<file path="src/design/cal_pkg.sv">
`default_nettype none

package cal_pkg;

    localparam int CARD_UID_W = 40;
    localparam int ACTION_W   = 2;
    localparam int STATUS_W   = 3;
    localparam int SLOT_W     = 2;

    // request kinds
    localparam logic [ACTION_W-1:0] ACT_SCAN   = 2'd0;
    localparam logic [ACTION_W-1:0] ACT_ADD    = 2'd1;
    localparam logic [ACTION_W-1:0] ACT_DELETE = 2'd2;
    localparam logic [ACTION_W-1:0] ACT_FLUSH  = 2'd3;

    // result codes
    localparam logic [STATUS_W-1:0] ST_GRANTED = 3'd0;
    localparam logic [STATUS_W-1:0] ST_UNKNOWN = 3'd1;
    localparam logic [STATUS_W-1:0] ST_NONE    = 3'd2;
    localparam logic [STATUS_W-1:0] ST_EXISTS  = 3'd3;
    localparam logic [STATUS_W-1:0] ST_SAVED   = 3'd4;
    localparam logic [STATUS_W-1:0] ST_NOSPACE = 3'd5;
    localparam logic [STATUS_W-1:0] ST_DELETED = 3'd6;
    localparam logic [STATUS_W-1:0] ST_FLUSHED = 3'd7;

    typedef struct packed {
        logic load;    // capture the request
        logic cmp;     // register the match vector
        logic commit;  // update the table and issue the result
    } t_cal_cmd;

    typedef struct packed {
        logic is_flush;
    } t_cal_stat;

endpackage

`default_nettype wire

</file>
<file path="src/design/card_access_list_table_top.sv">
// channel   handshake        payload
// request   start / busy     i_action, i_card_uid
// result    o_done strobe    o_status, o_slot
//
// an accepted request is captured, then the per-slot compare is registered, then
// the table is updated and the result registered; a flush skips the compare.
// busy is high from the cycle after accept until the table update is done.
// the result is on the ports in the single cycle that o_done is high and is held until the next result.
// i_rst_n is synchronous and leaves every slot empty.
`default_nettype none

module card_access_list_table_top
    import cal_pkg::*;
#(
    parameter int SLOTS    = 4,
    parameter int UID_BITS = 40
) (
    input  wire logic                  i_clk,
    input  wire logic                  i_rst_n,
    input  wire logic                  start,
    output logic                       busy,
    input  wire logic [ACTION_W-1:0]   i_action,
    input  wire logic [CARD_UID_W-1:0] i_card_uid,
    output logic                       o_done,
    output logic [STATUS_W-1:0]        o_status,
    output logic [SLOT_W-1:0]          o_slot
);

    t_cal_cmd  w_cmd;
    t_cal_stat w_stat;

    cal_ctrl u_ctrl (
        .i_clk   (i_clk),
        .i_rst_n (i_rst_n),
        .i_start (start),
        .i_stat  (w_stat),
        .o_cmd   (w_cmd),
        .o_busy  (busy)
    );

    cal_dpath #(
        .SLOTS    (SLOTS),
        .UID_BITS (UID_BITS)
    ) u_dpath (
        .i_clk      (i_clk),
        .i_rst_n    (i_rst_n),
        .i_cmd      (w_cmd),
        .i_action   (i_action),
        .i_card_uid (i_card_uid),
        .o_stat     (w_stat),
        .o_done     (o_done),
        .o_status   (o_status),
        .o_slot     (o_slot)
    );

    a_accept_busy: assert property (@(posedge i_clk) disable iff (!i_rst_n)
        (start && !busy) |=> busy)
        else $error("accepted word did not raise busy");

    a_done_idle: assert property (@(posedge i_clk) disable iff (!i_rst_n)
        o_done |-> !busy)
        else $error("result strobe while still busy");

    a_done_single: assert property (@(posedge i_clk) disable iff (!i_rst_n)
        o_done |=> !o_done)
        else $error("result strobe held for two cycles");

    a_slot_zero: assert property (@(posedge i_clk) disable iff (!i_rst_n)
        (o_done && (o_status == ST_UNKNOWN || o_status == ST_NONE ||
                    o_status == ST_NOSPACE || o_status == ST_FLUSHED))
        |-> (o_slot == '0))
        else $error("slot not zero for a result without a slot");

endmodule

`default_nettype wire

</file>
<file path="src/design/cal_ctrl.sv">
`default_nettype none

module cal_ctrl
    import cal_pkg::*;
(
    input  wire logic i_clk,
    input  wire logic i_rst_n,
    input  wire logic i_start,
    input  wire t_cal_stat i_stat,
    output t_cal_cmd  o_cmd,
    output logic      o_busy
);

    localparam logic [1:0] S_IDLE   = 2'd0;
    localparam logic [1:0] S_CMP    = 2'd1;
    localparam logic [1:0] S_COMMIT = 2'd2;

    logic [1:0] r_state;
    logic [1:0] n_state;

    always_comb begin
        n_state = r_state;
        o_cmd   = '0;
        unique case (r_state)
            S_IDLE: begin
                if (i_start) begin
                    o_cmd.load = 1'b1;
                    n_state    = S_CMP;
                end
            end
            S_CMP: begin
                // flush needs no lookup
                if (i_stat.is_flush) begin
                    o_cmd.commit = 1'b1;
                    n_state      = S_IDLE;
                end else begin
                    o_cmd.cmp = 1'b1;
                    n_state   = S_COMMIT;
                end
            end
            S_COMMIT: begin
                o_cmd.commit = 1'b1;
                n_state      = S_IDLE;
            end
            default: begin
                n_state = S_IDLE;
            end
        endcase
    end

    always_ff @(posedge i_clk) begin
        if (!i_rst_n) begin
            r_state <= S_IDLE;
        end else begin
            r_state <= n_state;
        end
    end

    assign o_busy = (r_state != S_IDLE);

endmodule

`default_nettype wire

</file>
<file path="src/design/cal_dpath.sv">
`default_nettype none

module cal_dpath
    import cal_pkg::*;
#(
    parameter int SLOTS    = 4,
    parameter int UID_BITS = 40
) (
    input  wire logic                  i_clk,
    input  wire logic                  i_rst_n,
    input  wire t_cal_cmd              i_cmd,
    input  wire logic [ACTION_W-1:0]   i_action,
    input  wire logic [CARD_UID_W-1:0] i_card_uid,
    output t_cal_stat                  o_stat,
    output logic                       o_done,
    output logic [STATUS_W-1:0]        o_status,
    output logic [SLOT_W-1:0]          o_slot
);

    localparam int IDX_W = (SLOTS > 1) ? $clog2(SLOTS) : 1;

    logic [UID_BITS-1:0] w_uid;

    generate
        if (UID_BITS <= CARD_UID_W) begin : g_trim
            assign w_uid = i_card_uid[UID_BITS-1:0];
        end else begin : g_ext
            assign w_uid = {{(UID_BITS-CARD_UID_W){1'b0}}, i_card_uid};
        end
    endgenerate

    logic [ACTION_W-1:0] r_action;
    logic [UID_BITS-1:0] r_uid;
    logic [UID_BITS-1:0] r_store [SLOTS];
    logic [SLOTS-1:0]    r_valid;
    logic [SLOTS-1:0]    r_match;
    logic                r_done;
    logic [STATUS_W-1:0] r_status;
    logic [SLOT_W-1:0]   r_slot;

    logic [SLOTS-1:0]    n_valid;
    logic [STATUS_W-1:0] n_status;
    logic [IDX_W-1:0]    n_idx;
    logic                n_write;

    logic [IDX_W-1:0]    w_m_idx;
    logic                w_m_hit;
    logic [IDX_W-1:0]    w_f_idx;
    logic                w_f_hit;
    logic                w_any;
    logic [IDX_W+1:0]    w_idx_ext;

    // lowest index wins: lowest set match bit, lowest empty slot
    always_comb begin
        w_m_idx = '0;
        w_m_hit = 1'b0;
        w_f_idx = '0;
        w_f_hit = 1'b0;
        for (int i = SLOTS - 1; i >= 0; i--) begin
            if (r_match[i]) begin
                w_m_idx = IDX_W'(i);
                w_m_hit = 1'b1;
            end
            if (!r_valid[i]) begin
                w_f_idx = IDX_W'(i);
                w_f_hit = 1'b1;
            end
        end
    end

    assign w_any = |r_valid;

    always_comb begin
        n_valid  = r_valid;
        n_status = ST_UNKNOWN;
        n_idx    = '0;
        n_write  = 1'b0;
        unique case (r_action)
            ACT_SCAN: begin
                if (!w_any) begin
                    n_status = ST_NONE;
                end else if (w_m_hit) begin
                    n_status = ST_GRANTED;
                    n_idx    = w_m_idx;
                end
            end
            ACT_ADD: begin
                if (w_m_hit) begin
                    n_status = ST_EXISTS;
                    n_idx    = w_m_idx;
                end else if (w_f_hit) begin
                    n_status         = ST_SAVED;
                    n_idx            = w_f_idx;
                    n_write          = 1'b1;
                    n_valid[w_f_idx] = 1'b1;
                end else begin
                    n_status = ST_NOSPACE;
                end
            end
            ACT_DELETE: begin
                if (!w_any) begin
                    n_status = ST_NONE;
                end else if (w_m_hit) begin
                    n_status         = ST_DELETED;
                    n_idx            = w_m_idx;
                    n_valid[w_m_idx] = 1'b0;
                end
            end
            ACT_FLUSH: begin
                n_status = ST_FLUSHED;
                n_valid  = '0;
            end
            default: begin
                n_status = ST_UNKNOWN;
            end
        endcase
    end

    assign w_idx_ext = {2'b00, n_idx};

    always_ff @(posedge i_clk) begin
        if (i_cmd.load) begin
            r_action <= i_action;
            r_uid    <= w_uid;
        end
        if (i_cmd.cmp) begin
            for (int i = 0; i < SLOTS; i++) begin
                r_match[i] <= r_valid[i] && (r_store[i] == r_uid);
            end
        end
        if (i_cmd.commit) begin
            r_status <= n_status;
            r_slot   <= w_idx_ext[SLOT_W-1:0];
            if (n_write) begin
                r_store[n_idx] <= r_uid;
            end
        end
    end

    always_ff @(posedge i_clk) begin
        if (!i_rst_n) begin
            r_valid <= '0;
            r_done  <= 1'b0;
        end else begin
            r_done <= i_cmd.commit;
            if (i_cmd.commit) begin
                r_valid <= n_valid;
            end
        end
    end

    assign o_stat.is_flush = (r_action == ACT_FLUSH);
    assign o_done          = r_done;
    assign o_status        = r_status;
    assign o_slot          = r_slot;

endmodule

`default_nettype wire

</file>
<file path="config.mk">
export PLATFORM = sky130hd
export DESIGN_NAME = card_access_list_table_top
export DESIGN_NICKNAME = d
export VERILOG_FILES = /design/src/design/cal_pkg.sv /design/src/design/card_access_list_table_top.sv /design/src/design/cal_ctrl.sv /design/src/design/cal_dpath.sv
export SDC_FILE = /design/constraint.sdc
export NUM_CORES = 1
export LEC_CHECK = 0
export BUFFER_PORTS_ARGS = -buffer_cell sky130_fd_sc_hd__buf_4
export CORE_MARGIN = 5
export CORE_UTILIZATION = 28
export CTS_CLUSTER_SIZE = 16
export DETAILED_ROUTE_END_ITERATION = 8
export SYNTH_ARGS = -nofsm -noshare
export SYNTH_HDL_FRONTEND = slang
export SYNTH_SLANG_ARGS = --single-unit
</file>
<file path="constraint.sdc">
create_clock -name i_clk -period 8 [get_ports i_clk]
set_input_delay 2 -clock i_clk [delete_from_list [all_inputs] [get_ports i_clk]]
set_output_delay 2 -clock i_clk [all_outputs]
set_load 0.005 [all_outputs]
</file>
# Word-level counts from Yosys, hierarchy flattened
# Memory sizes are Yosys's and may differ from the RTL's.
# Cells that the tools add are included.
classes:
  n_lt_le_gt_ge: 4
  bitwise_logic: 3
  n_eq_ne: 14
  muxes: 52
  n_reduce_logical: 13
ops:
  columns: ["operator", "count"]
  rows:
  - ["$eq 40x40->1", 4]
  - ["$mux 2", 14]
  - ["$mux 1", 23]
  - ["$mux 4", 4]
  - ["$mux 3", 4]
  - ["$pmux 3 s4", 1]
  - ["$pmux 4 s3", 1]
  - ["$pmux 2 s2", 2]
  - ["$eq 2x2->1 const B", 3]
  - ["$logic_and 1x1->1", 6]
  - ["$lt 2x3->1 const B", 2]
  - ["$ne 2x1->1 const B", 3]
  - ["$reduce_and 6->1", 1]
  - ["$and 4x4->4", 1]
  - ["$demux 1 s2", 2]
  - ["$eq 2x1->1 const B", 2]
  - ["$ge 2x1->1 const B", 2]
  - ["$logic_not 2->1", 2]
  - ["$ne 2x2->1 const B", 2]
  - ["$not 4->4", 1]
  - ["$or 4x4->4", 1]
  - ["$reduce_or 4->1", 1]
  - ["$reduce_bool 3->1", 1]
  - ["$pmux 1 s2", 1]
  - ["2 further kinds", 2]
totals:
  ff_bits: 58
  input_bits: 45
  ramBits: 160
  word_cells: 95
  n_memories: 1
memory_table:
  columns: ["name", "words", "width", "rd", "rd_clocked_by_memory_dff", "wr", "line_no", "rtl"]
  rows:
  - ["u_dpath.r_store", 4, 40, 4, 0, 1, "cal_dpath.sv:34", "logic [UID_BITS-1:0] r_store [SLOTS];"]

# Logic depth before layout (Yosys ltp)
# Gate-level depths: netlist of the first run.
logic_depth:
  word_depth: 13
  depth_mapped: 7
  depth_no_buf: 7

# Cells and area by module
# From an unflattened synthesis of the first run, not the netlist that was laid out.
unflattened:
  hier_cells: 523
  area_unflattened_um2: 8823.5
modules_own_cells:
  columns: ["mod", "seq_area_each_um2", "instances", "area_per_inst_um2", "cells_each"]
  rows:
  - ["cal_dpath", 6436.2, 1, 8635.8, 504]
  - ["cal_ctrl", 40.0, 1, 187.7, 19]

# Least setup slack after synthesis of the first run
# No wires, ideal clock.
synth_timing:
  kind: "register to register"
  start: "register u_dpath.r_match[0]"
  end: "memory u_dpath.r_store[0][0] (enable)"
  period_less_slack_ns: 5.019
  path_slack_ns: 2.981
  stages_incl_launch_ff: 5
  t_arrival_ns: 4.524
  path_cell_list: "edfxtp_1 > or4_1 > nor3b_1 > and3_1 > nor3b_1"
synth_between:
  elab_chain_cells: 6
synth_lines:
  columns: ["element", "line_no", "rtl"]
  rows:
  - ["start: declaration", "cal_dpath.sv:36", "logic [SLOTS-1:0] r_match;"]
  - ["start signal: indexed assignment", "cal_dpath.sv:128", "r_match[i] <= r_valid[i] && (r_store[i] == r_uid);"]
  - ["$mux 1", "cal_dpath.sv:60", "if (r_match[i]) begin"]
  - ["$mux 1", "cal_dpath.sv:88", "if (w_m_hit) begin"]
  - ["$mux 1", "cal_dpath.sv:78", "unique case (r_action)"]
  - ["$mux 1", "cal_dpath.sv:134", "if (n_write) begin"]
  - ["$mux 1", "cal_dpath.sv:131", "if (i_cmd.commit) begin"]
  - ["$mux 1 (not written as such)", "cal_dpath.sv:135", "r_store[n_idx] <= r_uid;"]
  - ["end: declaration", "cal_dpath.sv:34", null]
# Several ways; a longest one is shown, not always the timed one.

# Worst setup path in the final report of the first run
layout_timing:
  start: "register u_ctrl.r_state[0]"
  end: "output port busy"
layout_between:
  elab_chain_cells: 1
layout_lines:
  columns: ["element", "line_no", "rtl"]
  rows:
  - ["start: declaration", "cal_ctrl.sv:18", "logic [1:0] r_state;"]
  - ["start signal: assignment", "cal_ctrl.sv:55", "r_state <= n_state;"]
  - ["$reduce_bool 2->1", "cal_ctrl.sv:59", "assign o_busy = (r_state != S_IDLE);"]
  - ["end: declaration", "card_access_list_table_top.sv:21", "output logic busy,"]
# No other way between the ends.

==> results by group, run 1 <==
Status
  – Status: finished clean

STA
  – Final-report hold violation count: 0
  – Count of final max-slew check failures: 0
  – Max Freq: 298 MHz
  – Tcrit/Tclk final: 0.420
  – Worst slew margin: 0.297
  – Fin crit period: 3.36 ns
  – Worst slew pin tran: 1.05 ns
  – Final setup viols: 0
  – Unrepaired setup endpoints after global routing: false
  – Clk_skew: 0.0169 ns
  – Final TNS setup: 0 ns

Pwr
  – Pleak: 3.31 nW
  – Pwr/cell area: 243 mW/mm^2
  – VDD IR-drop max: 0.000187 V

Layout
  – N_diodes: 0
  – Finished Layout Cells: approximately 1000
  – Layout Nets: 645
  – Fill count: just under 3000
  – Area grow syn2layout: 18.2%
  – Layout cells sized above 1: 0.151

Worst hold path
  – Worst Hold End: u_ctrl.r_state[0]
  – Min-delay worst type: reg2reg
  – Hold Crit Depth: 2
  – Worst hold start: u_ctrl.r_state[0]

Critical path
  – Critical Path End Type: output port
  – Req. time, crit path: 6.00 ns
  – Startpoint types: flop
  – R2r worst-path depth: 4
  – RR Endpoint: u_dpath.r_store[1][21]
  – Reg-to-Reg Start: u_dpath.r_action[0]
  – Critical path arrival: about 1.4 ns
  – Kind of critical path: reg2out
  – Worst-path maximum fanout: 4
  – R2r setup slk: around 5.0 ns

Synth
  – Yosys reg bits: 218
  – Synth Flop Type: edfxtp_1
  – Synthesized Nets: around 580
  – Post-synth top area share: 0.721
  – Syn avg cell area: 16.4 um^2
  – Post-synth EDFFs: ~210
  – Synth area leader: edfxtp_1
  – Synth warn: 0
  – Synth cell count leaders: edfxtp_1, xnor2_1, xor2_1
  – Cell variety after synth: between 40 and 50
  – Asr flop ratio synth: 0
  – Mapped Area: 0.00879 mm^2
  – Ranking of synthesized cells by area: edfxtp_1, xnor2_1, xor2_1
  – Syn Inst Count: 535
  – Cell with the most instances after synthesis: edfxtp_1
  – Sequential cell area fraction in the yosys report: 0.737

Die
  – Area of the core: 0.0308 mm^2
  – Die area: 0.0350 mm^2
  – Die width: 187 um
  – Row count: 64
  – Die Y: 187 um
  – Num ports: 52
  – Initial Utilization: 0.285

Clocking
  – CTS H-tree lvls: 1
  – CTS tree: yes
  – Clk slew on worst S/H paths: 0.06 ns
  – Post-CTS sizing: 0
  – Clk root buf: clkbuf_16
  – Clk sinks: about 220
  – Cts bufs inserted: 23
  – Clock latency on the worst-skew pair: 0.52 ns
  – Postcts setup bufs: 0
  – CTS Buffer Depth: 3
  – Hold buffer count at cts: 0

Place
  – Global placement routability congestion: 0.802
  – Port Buffer Count: 51
  – Detailed placer's ending HPWL: around 11000 um
  – DP Cell Count: about 970

Job
  – Maxcap violations: 0

Global route
  – First-pass GRT wire length: 26200 um
  – GRT overflow: 0
  – Initial antenna violation count: 0
  – Largest net degree at the start of global routing: 43
  – Global Route Usage Sum: 0.0956
  – Number of global-route vias before repair: 4407

Detailed routing
  – Initial DRC count: 306
  – DR DRC count: 0
  – DRT Wirelength: approximately 17000 um
  – DR vias/cell: 4.39
  – DRT Pass-1 Iters: 5
  – Vias: 4434
  – DR WL/cell: 17.0 um
  – Routed Antenna Nets: 0
state kept, by name, indices dropped and copies added, names as in the netlist:
register and cells:
u_dpath.o_done 1, u_dpath.r_valid 4, u_dpath.r_uid 40, u_dpath.r_store 160, u_dpath.r_action 2, u_dpath.o_status 3
u_dpath.o_slot 2, u_dpath.r_match 4, u_ctrl.r_state 2
cells by family after synthesis:
group,synth area share
xor gates and xnor gates,0.146
adders and majority gates,0.00427
DFF,0.737
and+or+nand+nor,0.0601
AOI/OAI and AO/OA,0.0359
buffers and inverters,0.0174
cell usage in the layout, fill, tap and decap left out, types with 5 or more instances in the layout:
master / count
o22ai_1: 6
nand3_1: 8
dfxtp_1: 7
clkinv_1: 6
nor3_1: 5
o21ai_0: 9
nor2_1: 5
nand4_1: 26
buf_4: 52
clkbuf_1: 5
edfxtp_1: 211
a21oi_1: 7
clkbuf_16: 23
xnor2_1: 91
nor4_1: 20
xor2_1: 55
inv_1: 21
power by group:
group          total (mW)  switching (mW)  internal, mW
registers            1.33          0.0528          1.28
logic              0.0939          0.0420        0.0519
clock network        1.09           0.430         0.662
area by class of cell:
class                   instances  area, um^2  share of cell area
inverters                      21        78.8             0.00759
flip-flops and latches        218        6480               0.623
clock buffers                  28         594              0.0572
repair buffers                 52         390              0.0376
well taps                     396         495              0.0477
multi-input cells             281        2170               0.209
clock inverters                14         183              0.0176
stage by stage:
step	utilization	hold slack (ns)	setup WS, ns	cell area [um^2]	total power [mW]
floorplan	-	0.480	2.98	8790	1.40
global placement	0.312	0.503	4.62	9610	1.45
detailed placement	0.312	0.503	4.57	9610	1.46
CTS	0.337	0.515	4.62	10400	2.55
global route	0.337	0.544	4.52	10400	2.61
finish	0.337	0.515	4.64	10400	2.52
how the worst max path moves through the flow:
stage | startpoint | to | slack (ns) | cells past startpoint
finish | u_ctrl.r_state[0] | busy | 4.64 | 4
global route | u_ctrl.r_state[0] | busy | 4.52 | 4
CTS | u_ctrl.r_state[0] | busy | 4.62 | 4
detailed placement | start | u_dpath.r_uid[21] | 4.57 | 2
global placement | start | u_dpath.r_uid[21] | 4.62 | 2
floorplan | u_dpath.r_match[0] | u_dpath.r_store[0][0] | 2.98 | 4
worst max-delay path, stage by stage (launching register included):
cell     delay (ns)
dfxtp_1        0.35
inv_1          0.07
ha_1           0.21
inv_1          0.10
buf_4          0.12
per-layer routing:
layer | vias up | GRT usage | wire, um
met5 | - | 0 | 0
met4 | 0 | 0.0230 | 223
met3 | 19 | 0.0187 | 900
met2 | 103 | 0.151 | 8020
met1 | 2175 | 0.137 | 8030
li1 | 2137 | - | -
No activity file was read; power rests on OpenSTA's default activity.
==> inputs of run 2 (changes only) <==
--- a/config.mk
+++ b/config.mk
@@ -5,6 +5,7 @@
 export SDC_FILE = /design/constraint.sdc
 export NUM_CORES = 1
 export LEC_CHECK = 0
+export ABC_AREA = 1
 export BUFFER_PORTS_ARGS = -buffer_cell sky130_fd_sc_hd__buf_4
 export CORE_MARGIN = 5
 export CORE_UTILIZATION = 28
==> constraint.sdc (replaced) <==
create_clock -name i_clk -period 3.3 [get_ports i_clk]
set_input_delay 0.825 -clock i_clk [delete_from_list [all_inputs] [get_ports i_clk]]
set_output_delay 0.825 -clock i_clk [all_outputs]
set_load 0.005 [all_outputs]
==> run 2 against run 1 <==
Die area rose by 11%. Combinational power grew to 3.4 times the previous value. Largest power group unchanged. Register-to-register slack got worse by 4.0 ns.
==> results by group, run 2 <==
Global route
  – Global Route Usage Sum: 0.121 (+0.0252)
  – Largest net degree at the start of global routing: 41 (-4.7%)
  – GRT overflow: 0 (unchanged)
  – Initial antenna violation count: 0 (unchanged)
  – Number of global-route vias before repair: 6466 (+47%)
  – First-pass GRT wire length: 36800 um (+40%)

Clocking
  – Postcts setup bufs: 0 (unchanged)
  – Post-CTS sizing: 0 (unchanged)
  – Clk root buf: clkbuf_16
  – Clk sinks: 218 (unchanged)
  – Clk slew on worst S/H paths: 0.06 ns (about the same)
  – CTS Buffer Depth: 3 (unchanged)
  – CTS H-tree lvls: 1 (unchanged)
  – Clock latency on the worst-skew pair: 0.52 ns (about the same)
  – CTS tree: yes
  – Cts bufs inserted: 24 (+4.3%)
  – Hold buffer count at cts: 0 (unchanged)

Synth
  – Mapped Area: 0.00977 mm^2 (+11%)
  – Synth cell count leaders: nand2_1, edfxtp_1, inv_1
  – Asr flop ratio synth: 0 (unchanged)
  – Yosys reg bits: 218 (unchanged)
  – Sequential cell area fraction in the yosys report: 0.663 (-0.0738)
  – Ranking of synthesized cells by area: edfxtp_1, nand2_1, inv_1
  – Syn avg cell area: 9.96 um^2 (-39%)
  – Synth area leader: edfxtp_1
  – Synth warn: 0 (unchanged)
  – Cell with the most instances after synthesis: nand2_1
  – Syn Inst Count: 981 (+83%)
  – Synth Flop Type: edfxtp_1
  – Cell variety after synth: 27 (-40%)
  – Post-synth EDFFs: 211 (unchanged)
  – Post-synth top area share: 0.649 (-0.0722)
  – Synthesized Nets: 1029 (+77%)

Layout
  – Most frequent cells in the layout: nand2_1, edfxtp_1, inv_1
  – Area grow syn2layout: 18.6%
  – Layout Nets: 1111 (+72%)
  – Max FFs per register: 160 (unchanged)
  – Fill count: 3518 (+19%)
  – Finished Layout Cells: 1536 (+52%)
  – Top reg by flops: u_dpath.r_store
  – Biggest regs: u_dpath.r_store (160), u_dpath.r_uid (40)
  – N_diodes: 0 (unchanged)
  – Area of the multi-input gates: 0.00258 mm^2 (+19%)
  – Storage element area: 0.00648 mm^2 (unchanged)
  – Layout cells sized above 1: 0.120 (-0.0312)
  – Commonest non-fill, non-tap cell in the layout: nand2_1

Detailed routing
  – DR DRC count: 0 (unchanged)
  – DR vias/cell: 4.23 (-3.6%)
  – Routed Antenna Nets: 0 (unchanged)
  – DRT Wirelength: 23700 um (+38%)
  – DR WL/cell: 15.4 um (-9.2%)
  – Vias: 6501 (+47%)
  – Initial DRC count: 509 (+66%)
  – DRT Pass-1 Iters: 6 (+1)

STA
  – Max Freq: 430 MHz
  – Tcrit/Tclk final: 0.705
  – Worst slew margin: 0.557 (+0.260)
  – Worst setup margin: 0.972 ns (-3.67 ns)
  – Count of final max-slew check failures: 0 (unchanged)
  – Fin Hold WS: 0.483 ns (-0.0318 ns)
  – Final-report hold violation count: 0 (unchanged)
  – Final setup viols: 0 (unchanged)
  – Clk_skew: 0.00919 ns (-0.00772 ns)
  – Fin crit period: 2.33 ns
  – Final TNS setup: 0 ns (unchanged)
  – Unrepaired setup endpoints after global routing: false
  – Worst slew pin tran: 0.665 ns (-0.390 ns)

Pwr
  – Pleak: 4.86 nW (+47%)
  – Combinational share of power: 0.052 (+0.015)
  – VDD IR-drop max: 0.000341 V (+82%)
  – Clock power share: 0.427 (-0.006)
  – Sequential Power Share: 0.521 (-0.008)
  – Internal: 4.76 mW (+140%)
  – Switching Fraction: 0.229 (+0.0204)
  – Pwr/cell area: 533 mW/mm^2 (+120%)
  – Psw: 1.41 mW (+170%)

Critical path
  – Startpoint types: flop
  – Worst-path maximum fanout: 40 (+36)
  – Critical Path End Type: flop
  – Kind of critical path: reg2reg
  – Critical path arrival: 2.48 ns (+1.12 ns)
  – Req. time, crit path: 3.45 ns (-2.55 ns)

Die
  – Row count: 68 (+6.3%)
  – Die Y: 197 um (+5.1%)
  – Die width: 197 um (+5.1%)
  – Num ports: 52 (unchanged)
  – Initial Utilization: 0.283 (-0.00162)
  – Die area: 0.0387 mm^2 (+11%)
  – Area of the core: 0.0345 mm^2 (+12%)

Job
  – Maxcap violations: 0 (unchanged)

Status
  – Status: finished clean

Place
  – DP Cell Count: 1492 (+54%)
  – Global placement routability congestion: 0.881 (+9.8%)
  – Port Buffer Count: 51 (unchanged)
  – Detailed placer's ending HPWL: 16900 um (+48%)
  – Pre-CTS setup slack: 0.969 ns (-3.60 ns)

Worst hold path
  – Min-delay worst type: in2reg
run 2: metal layers:
metal  part of all wire  vias to the layer above  GRT usage
met5                  0                        -          0
met4              0.025                        0     0.0298
met3              0.060                       44     0.0209
met2               0.46                      202      0.193
met1               0.46                     2976      0.172
li1                   -                     3279          -
run 2: critical path: stages, from the launching register on:
cell and delay [ns]:
edfxtp_1 0.51, nor2_2 0.24, inv_2 0.05, nand2_1 0.09, nand3_1 0.07, nand2_1 0.26
inv_2 0.12, nor2_4 0.11, buf_4 0.49
run 2: power groups by stage:
stage | logic (mW) | registers [mW] | clock network (mW)
after floorplan | 0.197 | 3.23 | 0
after global placement | 0.321 | 3.27 | 0
after detailed placement | 0.322 | 3.28 | 0
after CTS | 0.324 | 3.22 | 2.70
after global routing | 0.365 | 3.23 | 2.82
final | 0.319 | 3.22 | 2.64
run 2: final cells by class:
type,instances,area share
sequential,218,0.559
multi-input combinational,566,0.223
inverter,196,0.0635
clock buffer,25,0.0540
tap,455,0.0492
timing repair buffer,57,0.0380
clock inverter,19,0.0132
run 2: final timing paths:
kind / start / endpoint / slack, ns / cells past startpoint
worst max-delay path: u_dpath.r_action[1] / u_dpath.r_store[1][7] / 0.97 / 8
worst max register to register: u_dpath.r_action[1] / u_dpath.r_store[1][7] / 0.97 / 8
worst min-delay path: i_card_uid[9] / u_dpath.r_uid[9] / 0.48 / 1
worst min register to register: u_ctrl.r_state[0] / u_ctrl.r_state[0] / 0.52 / 2
run 2: cell families after synthesis:
logic type / after synthesis / share of synthesized area
adder cells (fa/ha/maj): 3 / 0.00384
AND/OR/NAND/NOR: 477 / 0.195
flip-flops: 218 / 0.663
AO/OA/AOI/OAI: 48 / 0.0283
XOR/XNOR: 38 / 0.0341
buffers and inverters: 197 / 0.0757
run 2: metrics by stage:
step | util | power (mW) | area, um^2
final | 0.336 | 6.17 | 11600
after global routing | 0.336 | 6.41 | 11600
after CTS | 0.336 | 6.25 | 11600
after detailed placement | 0.314 | 3.60 | 10800
after global placement | 0.314 | 3.59 | 10800
after floorplan | - | 3.42 | 9770
==> inputs of run 3 (changes only) <==
--- a/config.mk
+++ b/config.mk
@@ -5,7 +5,7 @@
 export SDC_FILE = /design/constraint.sdc
 export NUM_CORES = 1
 export LEC_CHECK = 0
-export ABC_AREA = 1
+export ABC_AREA = 0
 export BUFFER_PORTS_ARGS = -buffer_cell sky130_fd_sc_hd__buf_4
 export CORE_MARGIN = 5
 export CORE_UTILIZATION = 28
==> constraint.sdc (replaced) <==
create_clock -name i_clk -period 2.37 [get_ports i_clk]
set_input_delay 0.5925 -clock i_clk [delete_from_list [all_inputs] [get_ports i_clk]]
set_output_delay 0.5925 -clock i_clk [all_outputs]
set_load 0.005 [all_outputs]
==> run 3 against run 2 <==
Global-route usage decreased by 1.3 points. Count of clock-buffer cells in the layout up 5. Combinational power rose by 62%. Register-to-register slack lost 0.89 ns. Non-clock buffer count up 59. Sequential share of layout area increased by 3.1 points. Largest cell class unchanged.
==> results by group, run 3 (synthesis gave the netlist of run 1 again) <==
Status
  – Status: finished clean

Die
  – Row count: 64 (-5.9%)
  – Area of the core: 0.0308 mm^2 (-11%)
  – Initial Utilization: 0.285 (+0.00162)
  – Die area: 0.0350 mm^2 (-9.5%)
  – Die width: 187 um (-4.9%)
  – Die Y: 187 um (-4.9%)
  – Num ports: 52 (unchanged)

STA
  – Count of final max-slew check failures: 0 (unchanged)
  – Max Freq: 438 MHz (+1.9%)
  – Clk_skew: 0.0135 ns (+0.00433 ns)
  – Final setup viols: 0 (unchanged)
  – Tcrit/Tclk final: 0.964 (+0.259)
  – Fin crit period: 2.29 ns (-0.0424 ns)
  – Final-report hold violation count: 0 (unchanged)
  – Unrepaired setup endpoints after global routing: false
  – Worst setup margin: 0.0846 ns (-0.888 ns)
  – Worst slew margin: 0.628 (+0.0714)
  – Worst slew pin tran: 0.553 ns (-0.112 ns)

Critical path
  – Critical Path End Type: flop
  – WP buf/inv: 2 (-1)
  – Req. time, crit path: 2.59 ns (-0.86 ns)
  – Reg-to-Reg Start: u_dpath.r_match[1]
  – RR Endpoint: u_dpath.r_store[0][20]
  – WP depth: 6 (-2)
  – Worst-path maximum fanout: 20 (-50%)
  – Slowest CP cell: or4_4
  – CP cell instances: or4_4, nor3b_2, and3_4, nor3b_4, buf_4, clkbuf_16
  – Kind of critical path: reg2reg
  – Slowest stage delay, CP: 0.57 ns (+0.06 ns)
  – Delay-heaviest family, CP: simple AND/OR/NAND/NOR gates
  – R2r worst-path depth: 6 (-2)
  – Startpoint types: flop
  – R2r setup slk: 0.08 ns (-0.89 ns)
  – Critical path arrival: 2.50 ns (+0.02 ns)

Global route
  – GRT overflow: 0 (unchanged)
  – Largest net degree at the start of global routing: 43 (+4.9%)
  – Met2 Usage GRT: 0.172 (-0.0209)
  – GR peak layer: met2
  – GR Util met3: 0.0183 (-0.00256)
  – Initial antenna violation count: 0 (unchanged)
  – First-pass GRT wire length: 29400 um (-20%)
  – Met1 GRT Util: 0.155 (-0.0167)
  – Global Route Usage Sum: 0.107 (-0.0134)
  – Number of global-route vias before repair: 4856 (-25%)

Place
  – Detailed placer's ending HPWL: 13500 um (-20%)
  – Port Buffer Count: 51 (unchanged)
  – Pre-CTS setup slack: 0.0771 ns (-0.892 ns)
  – Global placement routability congestion: 0.840 (-4.7%)

Clocking
  – Clk sinks: 218 (unchanged)
  – Post-CTS sizing: 0 (unchanged)
  – Clk root buf: clkbuf_16
  – CTS H-tree lvls: 1 (unchanged)
  – CTS tree: yes
  – Clock latency on the worst-skew pair: 0.51 ns (about the same)
  – Cts bufs inserted: 24 (unchanged)
  – Clk slew on worst S/H paths: 0.06 ns (about the same)
  – CTS Buffer Depth: 3 (unchanged)

Worst hold path
  – Min-delay worst type: in2reg
  – Worst Hold End: u_dpath.r_uid[7]
  – Worst hold start: i_card_uid[7]
  – Hold Crit Depth: 1 (unchanged)

Detailed routing
  – DR WL/cell: 18.1 um (+17%)
  – Routed Antenna Nets: 0 (unchanged)
  – DR DRC count: 0 (unchanged)
  – DRT Pass-1 Iters: 6 (unchanged)
  – Vias: 4794 (-26%)
  – DRT Wirelength: 19500 um (-18%)
  – DR vias/cell: 4.46 (+5.4%)
  – Initial DRC count: 431 (-15%)

Layout
  – Layout cells sized above 1: 0.237 (+0.117)
  – Biggest regs: u_dpath.r_store (160), u_dpath.r_uid (40)
  – Fill count: 2911 (-17%)
  – Layout Nets: 710 (-36%)
  – Top reg by flops: u_dpath.r_store
  – Max FFs per register: 160 (unchanged)
  – Commonest non-fill, non-tap cell in the layout: edfxtp_1
  – N_diodes: 0 (unchanged)
  – Area grow syn2layout: 24.8%
  – Most frequent cells in the layout: edfxtp_1, buf_4, xnor2_1

Pwr
  – VDD IR-drop max: 0.000591 V (+73%)
  – Overall power: 8.47 mW (+37%)
  – Pleak: 3.65 nW (-25%)
  – Pwr/cell area: 772 mW/mm^2 (+45%)

Job
  – Maxcap violations: 0 (unchanged)
run 3: cell count changes in the layout (fill, tap and decap cells not counted), sizes merged, moves of 34 or more:
cell,delta
xor2,+34
xnor2,+74
inv,-172
nor2,-80
nand2,-339
buf,+58
run 3: worst register-to-register path, stage by stage, from the launching register on:
cell	delay, ns
edfxtp_1	0.43
or4_4	0.57
nor3b_2	0.20
and3_4	0.23
nor3b_4	0.19
buf_4	0.17
clkbuf_16	0.20
run 3: metal layers:
layer	part of all wire	routed length (um)	vias up
li1	-	-	2267
met1	0.48	9330	2379
met2	0.46	8920	122
met3	0.051	991	26
met4	0.012	243	0
met5	0	0	-
run 3: worst max-delay path by stage:
stage | start | to
final | u_dpath.r_match[1] | u_dpath.r_store[0][20]
after global routing | u_dpath.r_valid[3] | u_dpath.r_store[1][18]
after CTS | u_dpath.r_uid[17] | u_dpath.r_match[0]
after detailed placement | u_dpath.r_uid[17] | u_dpath.r_match[0]
after global placement | u_dpath.r_match[1] | u_dpath.r_store[0][37]
after floorplan | u_dpath.r_match[2] | u_dpath.r_store[0][0]
run 3: cell type report:
| type | instances | area (um^2) | share of cell area |
|---|---|---|---|
| well taps | 396 | 495 | 0.0452 |
| flip-flops and latches | 218 | 6480 | 0.590 |
| multi-input cells | 281 | 2190 | 0.200 |
| repair buffers | 116 | 976 | 0.0890 |
| clock inverters | 13 | 119 | 0.0108 |
| clock buffers | 30 | 633 | 0.0577 |
| inverters | 21 | 78.8 | 0.00719 |
run 3: through the flow:
step           instances  hold slack (ns)  area, um^2   util  setup TNS, ns
6_report            1075            0.252       11000  0.356              0
5_1_grt             1075            0.231       11000  0.356              0
3_5_place_dp        1025            0.488       10100  0.329              0
2_1_floorplan        535            0.480        8820      -         -29.31
3_3_place_gp        1025            0.479       10100  0.329              0
4_1_cts             1068            0.227       10900  0.353              0
run 3: power breakdown:
part           internal, mW  total [mW]  switching, mW
clock                  2.10        3.54           1.44
combinational         0.249       0.516          0.266
sequential             4.32        4.41         0.0913
run 3: repair_timing:
action / CTS / global route
hold buffers: 0 / 0
setup endpoints to repair: 0 / 3
setup buffers: 0 / 6
